===== src/hw/rtl/bmpq_pkg.sv =====
package bmpq_pkg;

    // Command codes carried in s_tuser
    localparam logic CMD_INSERT = 1'b0;
    localparam logic CMD_REMOVE = 1'b1;

    // Status codes carried in m_tuser
    localparam logic [1:0] STATUS_DONE      = 2'd0;
    localparam logic [1:0] STATUS_OVERFLOW  = 2'd1;
    localparam logic [1:0] STATUS_UNDERFLOW = 2'd2;

    localparam int VALUE_W = 32;
    localparam int PRIO_W  = 16;
    localparam int OCC_W   = 5;

    // One stored entry
    typedef struct packed {
        logic [PRIO_W-1:0]  prio;
        logic [VALUE_W-1:0] value;
    } entry_t;

    // Operation broadcast to every cell of the chain
    typedef struct packed {
        logic   insert;
        logic   remove;
        entry_t item;
    } queue_op_t;

endpackage


===== src/hw/rtl/bounded_min_priority_queue.sv =====
// A command's result is loaded into the output register on its transaction.
// Throughput: one command per cycle while s_tready is high; every cell of the sorted chain updates together.
// s_tready drops only while a result waits and m_tready is low.
// Reset (aresetn low, synchronous) empties the queue and the output register;
// stored entries are not cleared and are never read before being written.
module bounded_min_priority_queue #(
    parameter int CAPACITY = 16
) (
    input  logic        aclk,
    input  logic        aresetn,
    input  logic        s_tvalid,
    output logic        s_tready,
    input  logic [47:0] s_tdata,   // [31:0] item_value, [47:32] item_priority
    input  logic [0:0]  s_tuser,   // [0] command
    output logic        m_tvalid,
    input  logic        m_tready,
    output logic [55:0] m_tdata,   // [31:0] removed_value, [47:32] removed_priority,
                                   // [52:48] occupancy, [55:53] zero
    output logic [1:0]  m_tuser    // [1:0] status
);

    localparam int CNT_W = $clog2(CAPACITY + 1);

    logic [CNT_W-1:0] count_reg, count_next;
    logic             m_tvalid_reg, m_tvalid_next;
    logic [55:0]      m_tdata_reg, m_tdata_next;
    logic [1:0]       m_tuser_reg, m_tuser_next;

    logic                fire, is_insert, full, empty, do_insert, do_remove;
    bmpq_pkg::queue_op_t op;
    bmpq_pkg::entry_t    cell_entry [CAPACITY];
    logic                cell_keep  [CAPACITY];
    logic [CAPACITY-1:0] sorted_ok;
    logic [CNT_W+4:0]    occ_ext;

    assign s_tready  = !m_tvalid_reg || m_tready;
    assign fire      = s_tvalid && s_tready;
    assign is_insert = (s_tuser[0] == bmpq_pkg::CMD_INSERT);
    assign full      = (count_reg == CNT_W'(CAPACITY));
    assign empty     = (count_reg == '0);
    assign do_insert = fire && is_insert && !full;
    assign do_remove = fire && !is_insert && !empty;

    // Broadcast the command to the chain
    always_comb begin
        op.insert     = do_insert;
        op.remove     = do_remove;
        op.item.value = s_tdata[31:0];
        op.item.prio  = s_tdata[47:32];
    end

    // Row of cells, slot 0 holds the smallest priority
    for (genvar i = 0; i < CAPACITY; i++) begin : g_cell
        bmpq_cell u_cell (
            .aclk        (aclk),
            .op          (op),
            .occupied    (count_reg > CNT_W'(i)),
            .left_keep   ((i == 0) ? 1'b1 : cell_keep[(i == 0) ? 0 : i - 1]),
            .left_entry  (cell_entry[(i == 0) ? 0 : i - 1]),
            .right_entry ((i == CAPACITY - 1) ? op.item
                                              : cell_entry[(i == CAPACITY - 1) ? i : i + 1]),
            .keep        (cell_keep[i]),
            .entry       (cell_entry[i])
        );
    end

    // Advance the occupancy count
    always_comb begin
        count_next = count_reg;
        if (do_insert) begin
            count_next = count_reg + CNT_W'(1);
        end else if (do_remove) begin
            count_next = count_reg - CNT_W'(1);
        end
    end

    assign occ_ext = {5'd0, count_next};

    // Load the result register on a transaction, drop it once taken
    always_comb begin
        m_tvalid_next = m_tvalid_reg;
        m_tdata_next  = m_tdata_reg;
        m_tuser_next  = m_tuser_reg;
        if (fire) begin
            m_tvalid_next = 1'b1;
            m_tdata_next  = '0;
            if (is_insert) begin
                m_tuser_next = full ? bmpq_pkg::STATUS_OVERFLOW : bmpq_pkg::STATUS_DONE;
            end else begin
                m_tuser_next = empty ? bmpq_pkg::STATUS_UNDERFLOW : bmpq_pkg::STATUS_DONE;
            end
            if (do_remove) begin
                m_tdata_next[31:0]  = cell_entry[0].value;
                m_tdata_next[47:32] = cell_entry[0].prio;
            end
            m_tdata_next[52:48] = occ_ext[4:0];
        end else if (m_tready) begin
            m_tvalid_next = 1'b0;
        end
    end

    always_ff @(posedge aclk) begin
        if (!aresetn) begin
            count_reg    <= '0;
            m_tvalid_reg <= 1'b0;
        end else begin
            count_reg    <= count_next;
            m_tvalid_reg <= m_tvalid_next;
        end
        m_tdata_reg <= m_tdata_next;
        m_tuser_reg <= m_tuser_next;
    end

    assign m_tvalid = m_tvalid_reg;
    assign m_tdata  = m_tdata_reg;
    assign m_tuser  = m_tuser_reg;

    // Occupied slots stay in non-decreasing priority order
    always_comb begin
        sorted_ok = '1;
        for (int i = 1; i < CAPACITY; i++) begin
            if (count_reg > CNT_W'(i)) begin
                sorted_ok[i] = ($signed(cell_entry[i - 1].prio) <= $signed(cell_entry[i].prio));
            end
        end
    end

    a_count_bound: assert property (@(posedge aclk) disable iff (!aresetn)
        count_reg <= CNT_W'(CAPACITY))
        else $error("occupancy above capacity");

    a_sorted: assert property (@(posedge aclk) disable iff (!aresetn)
        &sorted_ok)
        else $error("chain out of priority order");

    a_overflow_holds: assert property (@(posedge aclk) disable iff (!aresetn)
        fire && is_insert && full |=> $stable(count_reg) && m_tvalid
            && m_tuser == bmpq_pkg::STATUS_OVERFLOW)
        else $error("overflow changed the queue");

    a_remove_done: assert property (@(posedge aclk) disable iff (!aresetn)
        do_remove |=> m_tvalid && m_tuser == bmpq_pkg::STATUS_DONE
            && count_reg == $past(count_reg) - CNT_W'(1))
        else $error("remove result wrong");

endmodule


===== src/hw/rtl/bmpq_cell.sv =====
module bmpq_cell (
    input  logic               aclk,
    input  bmpq_pkg::queue_op_t op,
    input  logic               occupied,
    input  logic               left_keep,
    input  bmpq_pkg::entry_t   left_entry,
    input  bmpq_pkg::entry_t   right_entry,
    output logic               keep,
    output bmpq_pkg::entry_t   entry
);

    bmpq_pkg::entry_t entry_reg;
    bmpq_pkg::entry_t entry_next;

    // Hold the slot on insert when its entry leaves no later than the new one
    assign keep  = occupied && ($signed(entry_reg.prio) <= $signed(op.item.prio));
    assign entry = entry_reg;

    // Insert: hold, take the new item, or shift in from the left.
    // Remove: shift in from the right.
    always_comb begin
        entry_next = entry_reg;
        if (op.insert) begin
            if (keep) begin
                entry_next = entry_reg;
            end else if (left_keep) begin
                entry_next = op.item;
            end else begin
                entry_next = left_entry;
            end
        end else if (op.remove) begin
            entry_next = right_entry;
        end
    end

    always_ff @(posedge aclk) begin
        entry_reg <= entry_next;
    end

endmodule


===== config.mk =====
export PLATFORM = sky130hd
export DESIGN_NAME = bounded_min_priority_queue
export DESIGN_NICKNAME = d
export VERILOG_FILES = /design/src/hw/rtl/bmpq_pkg.sv /design/src/hw/rtl/bounded_min_priority_queue.sv /design/src/hw/rtl/bmpq_cell.sv
export SDC_FILE = /design/constraint.sdc
export NUM_CORES = 2
export LEC_CHECK = 0
export ABC_AREA = 1
export BUFFER_PORTS_ARGS = -buffer_cell sky130_fd_sc_hd__buf_2
export CORE_MARGIN = 2
export CORE_UTILIZATION = 38
export CTS_CLUSTER_SIZE = 14
export DETAILED_ROUTE_END_ITERATION = 6
export SLEW_MARGIN = 10
export SYNTH_ARGS = -nofsm -noshare
export SYNTH_HDL_FRONTEND = slang
export SYNTH_SLANG_ARGS = --single-unit

===== constraint.sdc =====
create_clock -name aclk -period 8.51 [get_ports aclk]
set_input_delay 0 -clock aclk [delete_from_list [all_inputs] [get_ports aclk]]
set_output_delay 0 -clock aclk [all_outputs]
set_load 0.01 [all_outputs]

==> out/qor.yml <==
status: "complete, no violations"
root_buffer: "clkbuf_16"
synth_top_area_share_pct: 49.3
core_um2: 131000
cp.arrival_ns: 5.39
synthCells: 6545
p_comb_share_pct: 25.5
overflow: 0
vias_per_cell: 4.94
worstHoldStart: "aresetn"
path_clk_slew_ns: 0.06
die_h_um: 367
syn_area_um2: 50100
sequentialPowerShare_pct: 43.8
whs_ns: 0.0683
async_reset_ff_share_pct: 0
crit_path_max_fanout: 49
synth-seq-cells: 829
grt_usage_pct: 23.2
max_freq_mhz: 201
synth_common_cells: "3802 x nand2_1, 823 x edfxtp_1, 811 x inv_1"
die_w_um: 367
postLayoutCellArea_um2: 55300
cts_htree_levels: 3
synth_ff_type: "edfxtp_1"
firstDrtPassIters: 6
required_ns: 8.91
powerDensity_nw_per_um2: 241
die-area_um2: 135000
grt_max_degree: 209
ant_nets: 0
yosysTopAreaCell: "edfxtp_1"
slew_viol_final: 0
p_leak_nw: 31.4
seq_area_frac_synth_pct: 49.6
fp-row-count: 133
antenna_found_initial: 6
yosysMostFrequentCell: "nand2_1"
holdPathStages: 3
fin_nets: 6889
wl_per_cell_um: 19.0
synth_area_per_cell_um2: 7.65
critPathLaunchType: "primary input"
routabilityCongestion: 0.908
cellInternalPower_mw: 8.72
drt_iter0_drc: 4013
irDropWorstVdd_v: 0.000172
skew_ns: 0.0371
cts-buffers-inserted: 96
p_clk_share_pct: 30.7
routed_wl_um: 159000
p_sw_mw: 4.61
tns_ns: 0
end_kind: "flop"
drive_gt1_share_pct: 6.04
drc: 0
maxCapViolCount: 0
placed_cell_area_um2: 51700
min_path_type: "in2reg"
synth.distinct_cells: 36
syn_to_final_growth_pct: 10.3
clk_latency_ns: 0.73
largest_reg_flops: 768
cts.sinks: 829
fill_cells: 13500
hold_viol: 0
r2r_slack_ns: 3.59
maxSlewHeadroom_pct: 16.7
yosysWarnings: 0
reg2reg_depth: 11
cts_tree: "done"
vias: 41500
swShare_pct: 34.6
hold_end: "count_reg[3]"
rsz0062_at_grt: "no"
period_minus_slack_ns: 4.98
setup_viol: 0
grt_pass1_wl_um: 243000
crit_type: "in2reg"
fin_crit_sh_pct: 58.6
synth_edf_count: 823
synth.area.top_cells: "edfxtp_1 49%, nand2_1 28%, ha_1 6.5%, inv_1 6.1%, buf_2 1.3%"
reg2reg_from: "g_cell[7].u_cell.entry[47]"
cts_buffer_depth: 3
io_buffers: 109
ios: 113
start_util_pct: 38.2
post-dp-hpwl_um: 108000
r2r_end: "g_cell[7].u_cell.entry[38]"
worst_pin_slew_ns: 1.25
grt_pass1_vias: 39700
layout by cell type (no fill, tap or decap), types with 2 or more instances in the layout:
cell,Yosys,final
a21oi_1,100,99
nor3_2,3,3
a31oi_1,3,3
buf_4,41,66
bufinv_16,0,6
ha_1,261,261
a21o_1,14,14
conb_1,1,3
nand2_2,17,50
nand4_1,16,16
clkbuf_16,0,97
nand2_4,33,37
dfxtp_1,6,6
buf_12,1,2
nand3_1,114,114
edfxtp_1,823,823
nor2_2,2,2
clkinv_2,0,18
o21bai_1,2,2
clkinv_1,1,29
inv_1,811,811
nor2_1,136,136
xor2_1,3,3
clkinv_16,0,3
nor3_1,8,8
nand2_1,3802,3765
buf_2,131,109
dlygate4sd3_1,0,53
o21ai_0,77,76
clkbuf_1,77,20
inv_2,4,2
cell type report:
cell class / instances / area [um2] / area share [%]
antenna: 1 / 2.50 / 0.00453
clock buffer: 117 / 2500 / 4.53
clock inverter: 57 / 505 / 0.915
inverter: 816 / 3070 / 5.56
multi-input combinational: 4601 / 20500 / 37.1
sequential: 829 / 24800 / 44.9
tap: 1755 / 2200 / 3.97
timing repair buffer: 231 / 1620 / 2.94
critical path, cell delays in order:
cell and delay [ns]:
dlygate4sd3_1 0.55, buf_2 0.15, inv_1 0.41, buf_4 0.28, ha_1 0.26, a21oi_1 0.14, o21ai_0 0.09, a21oi_1 0.21
nand2_1 0.08, nand2_1 0.06, nand3_1 0.08, nand2_2 0.88, nand2_2 0.54, buf_4 0.45, nand2_2 0.73, buf_4 0.41
power by group through the flow:
stage	sequential, mW	clock (mW)	combinational (mW)
floorplan	5.79	0	2.30
global placement	5.91	0	3.29
detailed placement	5.91	0	3.34
CTS	5.83	4.16	3.38
global route	5.91	4.30	3.84
finish	5.84	4.10	3.39
stage by stage:
| step | std cells | util [%] | worst slack (ns) | power (mW) |
|---|---|---|---|---|
| after global placement | 8178 | 39.4 | 3.35 | 9.20 |
| after floorplan | 6547 | - | 3.84 | 8.09 |
| after detailed placement | 8179 | 39.4 | 3.38 | 9.25 |
| after CTS | 8406 | 42.1 | 3.47 | 13.4 |
| final | 8407 | 42.1 | 3.53 | 13.3 |
| after global routing | 8406 | 42.1 | 3.15 | 14.1 |
routing by layer:
layer  wire length (um)  global-route usage [%]  vias up
li1                   -                       -    20200
met1              74100                    33.7    19700
met2              70300                    35.9     1438
met3              11400                    3.42      192
met4               3580                    6.53        4
met5                 25                       0        -
cells by family (layout without fill, tap and decap cells):
family	count (synthesis)	count (layout)	synth area share, %
and+or+nand+nor	4134	4134	32.0
buffers and inverters	1117	1221	9.74
DFF	829	829	49.6
adders and majority gates	261	261	6.52
AOI/OAI and AO/OA	200	200	2.11
xor gates and xnor gates	3	3	0.0525
other	1	4	0.00748
worst max-delay path by stage:
stage	startpoint	to	slack [ns]	depth (start not counted)
after floorplan	m_tvalid	g_cell[15].u_cell.entry[0]	3.84	8
after global placement	s_tdata[45]	g_cell[1].u_cell.entry[30]	3.35	15
after detailed placement	s_tdata[45]	g_cell[1].u_cell.entry[30]	3.38	15
after CTS	g_cell[7].u_cell.entry[47]	g_cell[7].u_cell.entry[38]	3.47	11
after global routing	s_tdata[45]	g_cell[1].u_cell.entry[24]	3.15	16
final	s_tdata[45]	g_cell[1].u_cell.entry[26]	3.53	16
repair_timing:
item | CTS | global route
hold buffers | 53 | 0
setup buffers | 0 | 0
hold endpoints to repair | 588 | 0
gates resized for setup | 0 | 0
(Power assumes the default switching activity.)
